--- src/rtl/core/brsc_pkg.sv ---
// Package: payload types, register indexes and float helper functions for the residual kernel.
package brsc_pkg;

	typedef struct packed {
		logic [15:0] a_val;
		logic [15:0] b_val;
		logic [15:0] pre_val;
		logic        last_in;
	} item_t;

	typedef struct packed {
		logic [15:0] result_val;
		logic        last_out;
	} result_t;

	localparam int unsigned CFG_IDX_W = 8;
	localparam logic [CFG_IDX_W-1:0] CFG_SCALE   = 8'd0;
	localparam logic [CFG_IDX_W-1:0] CFG_USE_PRE = 8'd1;

	localparam logic [31:0] F32_ONE     = 32'h3F80_0000;
	localparam logic [31:0] F32_DEF_NAN = 32'hFFC0_0000;
	localparam logic [31:0] F32_QUIET   = 32'h0040_0000;

	function automatic logic [31:0] bf16_widen(input logic [15:0] h);
		return {h, 16'h0000};
	endfunction

	function automatic logic [15:0] bf16_round(input logic [31:0] u);
		logic [31:0] r;
		r = u + 32'h0000_7FFF + {31'b0, u[16]};
		if (&u[30:23] && |u[22:0])
			return u[31:16] | 16'h0040;
		return r[31:16];
	endfunction

	function automatic logic f32_is_nan(input logic [31:0] u);
		return (&u[30:23]) && (|u[22:0]);
	endfunction

	function automatic logic f32_is_inf(input logic [31:0] u);
		return (&u[30:23]) && !(|u[22:0]);
	endfunction

	function automatic logic [4:0] lzc27(input logic [26:0] v);
		logic [4:0] n;
		logic       f;
		n = 5'd27;
		f = 1'b0;
		for (int i = 26; i >= 0; i--) begin
			if (!f && v[i]) begin
				n = 5'(26 - i);
				f = 1'b1;
			end
		end
		return n;
	endfunction

	function automatic logic [5:0] lzc48(input logic [47:0] v);
		logic [5:0] n;
		logic       f;
		n = 6'd48;
		f = 1'b0;
		for (int i = 47; i >= 0; i--) begin
			if (!f && v[i]) begin
				n = 6'(47 - i);
				f = 1'b1;
			end
		end
		return n;
	endfunction

	// e >= 1; e of 1 with a clear hidden bit packs as subnormal
	function automatic logic [31:0] f32_round_pack(input logic sgn, input logic [9:0] e,
			input logic [23:0] m, input logic g, input logic st);
		logic        inc;
		logic [24:0] mr;
		logic [32:0] v;
		inc = g & (st | m[0]);
		mr  = {1'b0, m} + {24'b0, inc};
		v   = {e - 10'd1, 23'b0} + {8'b0, mr};
		if (v[32:23] >= 10'd255)
			return {sgn, 8'hFF, 23'b0};
		return {sgn, v[30:0]};
	endfunction

endpackage

--- src/rtl/core/brsc_fadd.sv ---
// Three-stage single precision adder: align, add, normalize and round.
module brsc_fadd import brsc_pkg::*; (
	input  logic        clk,
	input  logic        arst_n,
	input  logic        in_vld,
	input  logic [31:0] op_a,
	input  logic [31:0] op_b,
	output logic        out_vld,
	output logic [31:0] sum
);

	logic        vld_s1, vld_s2;
	logic        spec_s1, spec_s2;
	logic [31:0] spec_val_s1, spec_val_s2;
	logic        sgn_s1, sgn_s2;
	logic        zsgn_s1, zsgn_s2;
	logic        sub_s1;
	logic [7:0]  exp_s1, exp_s2;
	logic [26:0] mx_s1, my_s1;
	logic [27:0] sum_s2;

	logic        spec_c;
	logic [31:0] spec_val_c;
	logic [31:0] big_c, sml_c;
	logic [7:0]  eb_c, es_c, d_c;
	logic [26:0] ys_c, al_c;
	logic        swap_c;

	always_comb begin
		spec_c     = 1'b1;
		spec_val_c = 32'b0;
		if (f32_is_nan(op_a))
			spec_val_c = op_a | F32_QUIET;
		else if (f32_is_nan(op_b))
			spec_val_c = op_b | F32_QUIET;
		else if (f32_is_inf(op_a) && f32_is_inf(op_b) && (op_a[31] != op_b[31]))
			spec_val_c = F32_DEF_NAN;
		else if (f32_is_inf(op_a))
			spec_val_c = op_a;
		else if (f32_is_inf(op_b))
			spec_val_c = op_b;
		else
			spec_c = 1'b0;
		swap_c = op_b[30:0] > op_a[30:0];
		big_c  = swap_c ? op_b : op_a;
		sml_c  = swap_c ? op_a : op_b;
		eb_c   = (big_c[30:23] == 8'd0) ? 8'd1 : big_c[30:23];
		es_c   = (sml_c[30:23] == 8'd0) ? 8'd1 : sml_c[30:23];
		d_c    = eb_c - es_c;
		ys_c   = {(sml_c[30:23] != 8'd0), sml_c[22:0], 3'b000};
		if (d_c >= 8'd27)
			al_c = {26'b0, |ys_c};
		else
			al_c = (ys_c >> d_c) | {26'b0, |(ys_c & ~({27{1'b1}} << d_c))};
	end

	always_ff @(posedge clk or negedge arst_n) begin
		if (!arst_n) begin
			vld_s1 <= 1'b0;
			vld_s2 <= 1'b0;
			out_vld <= 1'b0;
		end else begin
			vld_s1 <= in_vld;
			vld_s2 <= vld_s1;
			out_vld <= vld_s2;
		end
	end

	always_ff @(posedge clk) begin
		spec_s1     <= spec_c;
		spec_val_s1 <= spec_val_c;
		sgn_s1      <= big_c[31];
		zsgn_s1     <= op_a[31] & op_b[31];
		sub_s1      <= big_c[31] ^ sml_c[31];
		exp_s1      <= eb_c;
		mx_s1       <= {(big_c[30:23] != 8'd0), big_c[22:0], 3'b000};
		my_s1       <= al_c;
	end

	always_ff @(posedge clk) begin
		spec_s2     <= spec_s1;
		spec_val_s2 <= spec_val_s1;
		sgn_s2      <= sgn_s1;
		zsgn_s2     <= zsgn_s1;
		exp_s2      <= exp_s1;
		sum_s2      <= sub_s1 ? ({1'b0, mx_s1} - {1'b0, my_s1})
		                      : ({1'b0, mx_s1} + {1'b0, my_s1});
	end

	logic [4:0]  lz_c;
	logic [7:0]  sh_c;
	logic [26:0] m27_c;
	logic [9:0]  e_c;
	logic [31:0] res_c;

	always_comb begin
		lz_c  = lzc27(sum_s2[26:0]);
		sh_c  = ({3'b0, lz_c} > (exp_s2 - 8'd1)) ? (exp_s2 - 8'd1) : {3'b0, lz_c};
		m27_c = sum_s2[26:0] << sh_c;
		e_c   = {2'b0, exp_s2} - {2'b0, sh_c};
		if (sum_s2[27]) begin
			m27_c = {sum_s2[27:2], sum_s2[1] | sum_s2[0]};
			e_c   = {2'b0, exp_s2} + 10'd1;
		end
		res_c = f32_round_pack(sgn_s2, e_c, m27_c[26:3], m27_c[2], |m27_c[1:0]);
		if (sum_s2 == 28'd0)
			res_c = {zsgn_s2, 31'b0};
		if (spec_s2)
			res_c = spec_val_s2;
	end

	always_ff @(posedge clk) begin
		sum <= res_c;
	end

endmodule

--- src/rtl/core/brsc_fmul.sv ---
// Three-stage single precision multiplier: product, normalize, denormalize and round.
module brsc_fmul import brsc_pkg::*; (
	input  logic        clk,
	input  logic        arst_n,
	input  logic        in_vld,
	input  logic [31:0] op_a,
	input  logic [31:0] op_b,
	output logic        out_vld,
	output logic [31:0] prod
);

	logic        vld_s1, vld_s2;
	logic        spec_s1, spec_s2;
	logic [31:0] spec_val_s1, spec_val_s2;
	logic        sgn_s1, sgn_s2;
	logic [47:0] p_s1, pl_s2;
	logic signed [10:0] e_s1, e_s2;

	logic        spec_c;
	logic [31:0] spec_val_c;
	logic        sgn_c;
	logic        za_c, zb_c;
	logic [7:0]  ea_c, eb_c;

	always_comb begin
		sgn_c      = op_a[31] ^ op_b[31];
		za_c       = op_a[30:0] == 31'd0;
		zb_c       = op_b[30:0] == 31'd0;
		spec_c     = 1'b1;
		spec_val_c = 32'b0;
		if (f32_is_nan(op_a))
			spec_val_c = op_a | F32_QUIET;
		else if (f32_is_nan(op_b))
			spec_val_c = op_b | F32_QUIET;
		else if ((f32_is_inf(op_a) && zb_c) || (za_c && f32_is_inf(op_b)))
			spec_val_c = F32_DEF_NAN;
		else if (f32_is_inf(op_a) || f32_is_inf(op_b))
			spec_val_c = {sgn_c, 8'hFF, 23'b0};
		else if (za_c || zb_c)
			spec_val_c = {sgn_c, 31'b0};
		else
			spec_c = 1'b0;
		ea_c = (op_a[30:23] == 8'd0) ? 8'd1 : op_a[30:23];
		eb_c = (op_b[30:23] == 8'd0) ? 8'd1 : op_b[30:23];
	end

	always_ff @(posedge clk or negedge arst_n) begin
		if (!arst_n) begin
			vld_s1 <= 1'b0;
			vld_s2 <= 1'b0;
			out_vld <= 1'b0;
		end else begin
			vld_s1 <= in_vld;
			vld_s2 <= vld_s1;
			out_vld <= vld_s2;
		end
	end

	always_ff @(posedge clk) begin
		spec_s1     <= spec_c;
		spec_val_s1 <= spec_val_c;
		sgn_s1      <= sgn_c;
		p_s1        <= {(op_a[30:23] != 8'd0), op_a[22:0]} * {(op_b[30:23] != 8'd0), op_b[22:0]};
		e_s1        <= $signed({3'b0, ea_c}) + $signed({3'b0, eb_c}) - 11'sd126;
	end

	logic [5:0] lz_c;

	always_comb begin
		lz_c = lzc48(p_s1);
	end

	always_ff @(posedge clk) begin
		spec_s2     <= spec_s1;
		spec_val_s2 <= spec_val_s1;
		sgn_s2      <= sgn_s1;
		pl_s2       <= p_s1 << lz_c;
		e_s2        <= e_s1 - $signed({5'b0, lz_c});
	end

	logic signed [10:0] rs_c;
	logic [47:0] m_c;
	logic        st_c;
	logic [9:0]  ef_c;
	logic [31:0] res_c;

	always_comb begin
		rs_c = 11'sd1 - e_s2;
		m_c  = pl_s2;
		st_c = 1'b0;
		ef_c = 10'd1;
		if (e_s2 >= 11'sd255) begin
			ef_c = 10'd255;
		end else if (e_s2 >= 11'sd1) begin
			ef_c = e_s2[9:0];
		end else if (rs_c >= 11'sd50) begin
			m_c  = 48'd0;
			st_c = |pl_s2;
		end else begin
			m_c  = pl_s2 >> rs_c[5:0];
			st_c = |(pl_s2 & ~({48{1'b1}} << rs_c[5:0]));
		end
		res_c = f32_round_pack(sgn_s2, ef_c, m_c[47:24], m_c[23], (|m_c[22:0]) | st_c);
		if (spec_s2)
			res_c = spec_val_s2;
	end

	always_ff @(posedge clk) begin
		prod <= res_c;
	end

endmodule

--- src/rtl/core/bf16_residual_add_scale.sv ---
// Top level: bf16 residual add, optional pre operand add, scale and bf16 rounding.
// Takes one item per clock with no gaps; busy never rises. Each result passes through
// three three-stage float units in a row (sum adder, pre adder, scale multiplier),
// and is shown on result for the single cycle that done is high; the receiver cannot
// stall it. Write scale_bits and use_pre only while no items are in flight.
module bf16_residual_add_scale import brsc_pkg::*; (
	input  logic                 clk,
	input  logic                 arst_n,
	input  logic                 start,
	output logic                 busy,
	input  item_t                item,
	output logic                 done,
	output result_t              result,
	input  logic                 cfg_valid,
	output logic                 cfg_ready,
	input  logic [CFG_IDX_W-1:0] cfg_addr,
	input  logic [31:0]          cfg_data
);

	localparam int unsigned STG = 3;

	logic [31:0] scale_q;
	logic        use_pre_q;

	assign cfg_ready = 1'b1;
	assign busy      = 1'b0;

	always_ff @(posedge clk or negedge arst_n) begin
		if (!arst_n) begin
			scale_q   <= F32_ONE;
			use_pre_q <= 1'b0;
		end else if (cfg_valid && cfg_ready) begin
			unique case (cfg_addr)
				CFG_SCALE:   scale_q   <= cfg_data;
				CFG_USE_PRE: use_pre_q <= cfg_data[0];
				default: ;
			endcase
		end
	end

	logic        s_vld, t_vld, r_vld;
	logic [31:0] s_f32, t_f32, r_f32, x_f32;
	logic [15:0] pre_q [STG];
	logic [31:0] s_q   [STG];
	logic        last_q [3*STG];

	brsc_fadd u_sum (
		.clk    (clk),
		.arst_n (arst_n),
		.in_vld (start && !busy),
		.op_a   (bf16_widen(item.a_val)),
		.op_b   (bf16_widen(item.b_val)),
		.out_vld(s_vld),
		.sum    (s_f32)
	);

	always_ff @(posedge clk) begin
		pre_q[0]  <= item.pre_val;
		s_q[0]    <= s_f32;
		last_q[0] <= item.last_in;
		for (int i = 1; i < STG; i++) begin
			pre_q[i] <= pre_q[i-1];
			s_q[i]   <= s_q[i-1];
		end
		for (int i = 1; i < 3*STG; i++)
			last_q[i] <= last_q[i-1];
	end

	brsc_fadd u_pre (
		.clk    (clk),
		.arst_n (arst_n),
		.in_vld (s_vld),
		.op_a   (bf16_widen(pre_q[STG-1])),
		.op_b   (bf16_widen(bf16_round(s_f32))),
		.out_vld(t_vld),
		.sum    (t_f32)
	);

	assign x_f32 = use_pre_q ? t_f32 : s_q[STG-1];

	brsc_fmul u_scale (
		.clk    (clk),
		.arst_n (arst_n),
		.in_vld (t_vld),
		.op_a   (x_f32),
		.op_b   (scale_q),
		.out_vld(r_vld),
		.prod   (r_f32)
	);

	assign done              = r_vld;
	assign result.result_val = bf16_round(r_f32);
	assign result.last_out   = last_q[3*STG-1];

endmodule

--- config.mk ---
export PLATFORM = sky130hd
export DESIGN_NAME = bf16_residual_add_scale
export DESIGN_NICKNAME = d
export VERILOG_FILES = /design/src/rtl/core/brsc_pkg.sv /design/src/rtl/core/brsc_fadd.sv /design/src/rtl/core/brsc_fmul.sv /design/src/rtl/core/bf16_residual_add_scale.sv
export SDC_FILE = /design/constraint.sdc
export NUM_CORES = 2
export LEC_CHECK = 0
export ABC_AREA = 1
export BUFFER_PORTS_ARGS = -buffer_cell sky130_fd_sc_hd__buf_2
export CAP_MARGIN = 10
export CORE_MARGIN = 2
export CORE_UTILIZATION = 59
export CTS_CLUSTER_SIZE = 28
export DETAILED_ROUTE_END_ITERATION = 16
export MAX_ROUTING_LAYER = met4
export PLACE_DENSITY = 0.79
export SYNTH_ARGS = -nofsm -noshare
export SYNTH_HDL_FRONTEND = slang
export SYNTH_SLANG_ARGS = --single-unit
--- constraint.sdc ---
create_clock -name clk -period 7.7 [get_ports clk]
set_input_delay 0 -clock clk [delete_from_list [all_inputs] [get_ports clk]]
set_output_delay 0 -clock clk [all_outputs]
set_load 0.01 [all_outputs]
==> results_tabular.tex <==
\begin{tabular}{lr}
\hline
Metric & Value \\
\hline
\multicolumn{2}{l}{\textbf{Status}} \\
Status & finished, violations left \\
Violated checks & negative setup slack \\
\multicolumn{2}{l}{\textbf{Placed design}} \\
Placement Setup Slack & -0.3245 ns \\
Routability congestion estimate from global placement & 1.060 \\
Post-detailed-placement cell area & 0.06163 mm² \\
Detail Placement HPWL & 152.6 mm \\
Number of buffer cells added on primary ports & 110 \\
\multicolumn{2}{l}{\textbf{Cells and area}} \\
Final Core Density & 0.6834 \\
Area added between synthesis and finish & 15.30\% \\
Final instance area & 0.06687 mm² \\
Layout cell share with drive strength beyond 1 & 0.1368 \\
Nets & 9,083 \\
\multicolumn{2}{l}{\textbf{Power and ir drop}} \\
Cell area power density & 460.3 mW/mm² \\
Sequential fraction of design power & 0.196 \\
Pleak & 31.75 nW \\
Proportion of power drawn by the clock network & 0.130 \\
Total power & 30.78 mW \\
Net switching power & 16.36 mW \\
Combinational share of power & 0.674 \\
Internal portion of total power & 14.42 mW \\
Peak supply drop & 0.0009604 V \\
Net switching fraction of the power & 0.5314 \\
\multicolumn{2}{l}{\textbf{Logic synthesis}} \\
Instance count of the mapped netlist & 7,796 \\
Number of synthesized register bits & 713 \\
Post-Synthesis Cell Area & 0.05800 mm² \\
Top cell type by total area after synthesis & dfxtp\_1 \\
Count of yosys warnings during synthesis & 0 \\
Ys async rst share & 0.05891 \\
Proportion of netlist area held by the largest area contributor & 0.2316 \\
Share of synthesized area occupied by flip-flops and latches & 0.2499 \\
Number of distinct library cells after synthesis & 91 \\
Synthesized area divided by synthesized cell count & 7.439 µm² \\
Leading register cell type out of synthesis & dfxtp\_1 \\
Most instantiated cells after synthesis & 1,606 x nand2\_1, 1,187 x inv\_1, 671 x dfxtp\_1 \\
Most repeated cell in the gate-level netlist after synthesis & nand2\_1 \\
Count of flip-flops with a built-in enable after synthesis & 0 \\
Cells taking the most area after synthesis & dfxtp\_1 23\%, fa\_1 17\%, nand2\_1 10\%, inv\_1 7.7\%, ha\_1 6.7\% \\
\multicolumn{2}{l}{\textbf{Critical path}} \\
Slack of the worst reg-to-reg path & -0.06 ns \\
Required time of the critical path & 8.24 ns \\
Slowest cell on crit path & fa\_1 \\
Capturing element type of the critical path & flop \\
Arr. time, crit path & 8.31 ns \\
Kind of start point of the critical path & flop \\
Largest stage delay on the critical path & 0.58 ns \\
WS Path Type & reg -> reg \\
Depth of the worst register-to-register path & 41 \\
Worst path most repeated cell & nand2\_1 \\
Highest net fanout along the worst path & 9 \\
\multicolumn{2}{l}{\textbf{Hold path}} \\
Path category of the worst min-delay check & in -> reg \\
Min-Delay Path Depth & 5 \\
\multicolumn{2}{l}{\textbf{Drt}} \\
Post-route ant nets & 0 \\
Vias & 54,660 \\
Detailed Route WL & 195.3 mm \\
Detailed router's first-iteration violation count & 5,706 \\
Detailed-route DRC error count & 0 \\
Final routed wire length divided by cell count & 20.45 µm \\
Count of TritonRoute iterations in the first routing pass & 7 \\
Vias per std cell & 5.724 \\
\multicolumn{2}{l}{\textbf{Clock network}} \\
CTS max path bufs & 3 \\
Clock slew at the register clock pins of the worst setup and hold paths & 0.06 ns \\
Level count of the clock H-tree & 3 \\
CTS Sinks & 713 \\
Clock tree from TritonCTS & yes \\
Later-pin clock latency in the skew report & 0.67 ns \\
CTS Buf Count & 77 \\
Clk root buf & clkbuf\_16 \\
\multicolumn{2}{l}{\textbf{Timing}} \\
Unrepaired setup endpoints after global routing & yes \\
Total setup violations reported at the end of the flow & 9 \\
Post-route setup slack & -0.06307 ns \\
Maximum clock rate & 128.8 MHz \\
Worst-margin pin slew & 1.220 ns \\
Final Hold Violating Endpoints & 0 \\
Clock period minus final worst setup slack & 7.763 ns \\
Setup Skew & 0.04941 ns \\
Rel. slew slack & 0.1792 \\
Final worst-path cycle share & 1.008 \\
Final number of max-transition violations & 0 \\
\multicolumn{2}{l}{\textbf{Floorplanning}} \\
Starting density of the core & 0.5927 \\
Core area & 0.09784 mm² \\
Cell Rows & 115 \\
Die X & 317.5 µm \\
Die outline height & 317.5 µm \\
I/O pins & 113 \\
Die outline area & 0.1008 mm² \\
\multicolumn{2}{l}{\textbf{Global route}} \\
Residual overflow from global routing & 0 \\
Largest net degree at the start of global routing & 59 \\
First-pass GRT wire length & 297.7 mm \\
GRT Overall Usage & 0.3879 \\
Antenna violations before repair & 10 \\
Via count of the first global-routing pass & 53,340 \\
\multicolumn{2}{l}{\textbf{Flow run}} \\
Reported max-cap violation count & 0 \\
\hline
\end{tabular}
## cell type report
cell class,instances,area [µm²]
clock buffer,93,2121
tap,1287,1610
timing repair buffer,632,4991
sequential,713,14500
inverter,1258,4743
clock inverter,51,641.9
antenna,8,20.02
fill,8049,30980
multi-input combinational,5507,38240
## critical path: cells and delay by family (launching register included)
kind | cells | cell delay, ns
compound gates | 7 | 0.78
simple gates | 17 | 1.53
fa+ha+maj | 8 | 3.90
buf+inv | 8 | 0.88
flops | 1 | 0.42
xor+xnor | 1 | 0.13
## routing by layer
layer | GRT usage | wire, µm | vias up | share of wire
met5 | - | 0 | - | 0
met3 | 0.06713 | 17390 | 590 | 0.089
met4 | 0.1972 | 11500 | 0 | 0.059
li1 | - | - | 25720 | -
met2 | 0.6088 | 88600 | 2591 | 0.45
met1 | 0.4833 | 77820 | 25760 | 0.40
## what timing repair did
| action | in CTS | in global routing |
|---|---|---|
| hold buffers | 120 | 0 |
| setup buffers | 8 | 27 |
| gates cloned | 0 | 3 |
| resized for setup | 50 | 207 |
| endpoints found under the hold margin | 121 | 0 |
| setup endpoints to repair | 39 | 99 |
| pin swaps | 15 | 98 |
## kinds of logic after synthesis
logic type | share of synthesized area
other cells | 0.0001295
flops | 0.2499
buf+inv | 0.1059
compound gates | 0.1085
simple gates | 0.2522
mux | 0.01240
fa+ha+maj | 0.2362
xor+xnor | 0.03471
## power groups by stage
stage                     Sequential [mW]  Clock [mW]  Combinational, mW
after floorplan                      5.42           0               12.9
after global placement               6.02           0               18.8
after detailed placement             6.04           0               18.9
after CTS                            5.97        4.03               19.2
after global routing                 6.10        4.19               22.6
final                                6.04        4.00               20.7
## flip-flops by register name, indices dropped and copies added (netlist names), 27 cells and up
signal,count
pre_q,48
s_q,96
scale_q,32
u_pre.my_s1,27
u_pre.sum,32
u_pre.sum_s2,28
u_scale.p_s1,48
u_scale.pl_s2,48
u_scale.prod,32
u_scale.spec_val_s1,32
u_scale.spec_val_s2,32
u_sum.my_s1,27
u_sum.sum,32
u_sum.sum_s2,28
## cells in the final DEF, fill, tap and decap left out, drive strengths merged, types with 10 or more instances in the layout
cell / instances
nand2: 1625
inv: 1246
nor2: 700
dfxtp: 671
o21ai: 573
nand3: 559
buf: 510
fa: 490
ha: 311
a21oi: 221
xor2: 165
nand4: 136
dlygate4sd3: 120
nor3: 115
clkbuf: 95
or2: 83
nor4: 67
xnor2: 64
o22ai: 52
clkinv: 44
o211ai: 42
mux2i: 37
dfrtp: 35
nand3b: 33
mux2: 31
a31oi: 23
o31ai: 22
o21bai: 17
o221ai: 16
a22oi: 14
o21a: 12
clkinvlp: 10
## through the flow
stage	TNS (ns)	hold slack [ns]	std cells
final	-0.3313	0.05185	9549
after global routing	-6.753	0.09173	9547
after CTS	0	0.0001302	9511
after detailed placement	-7.957	0.1036	9239
after global placement	-1.097	0.1016	9239
after floorplan	0	-0.2956	7798
## path summary, 6_finish.rpt
kind / startpoint / to
hold reg to reg: s_q[0][13] / s_q[0][45]
hold / removal: item[28] / u_sum.mx_s1[26]
setup / recovery: use_pre_q / u_scale.p_s1[39]
max in group asynchronous: arst_n / scale_q[12]
setup reg to reg: use_pre_q / u_scale.p_s1[39]
min in group asynchronous: arst_n / u_scale.vld_s2
Power figures use the tool's default switching activity.
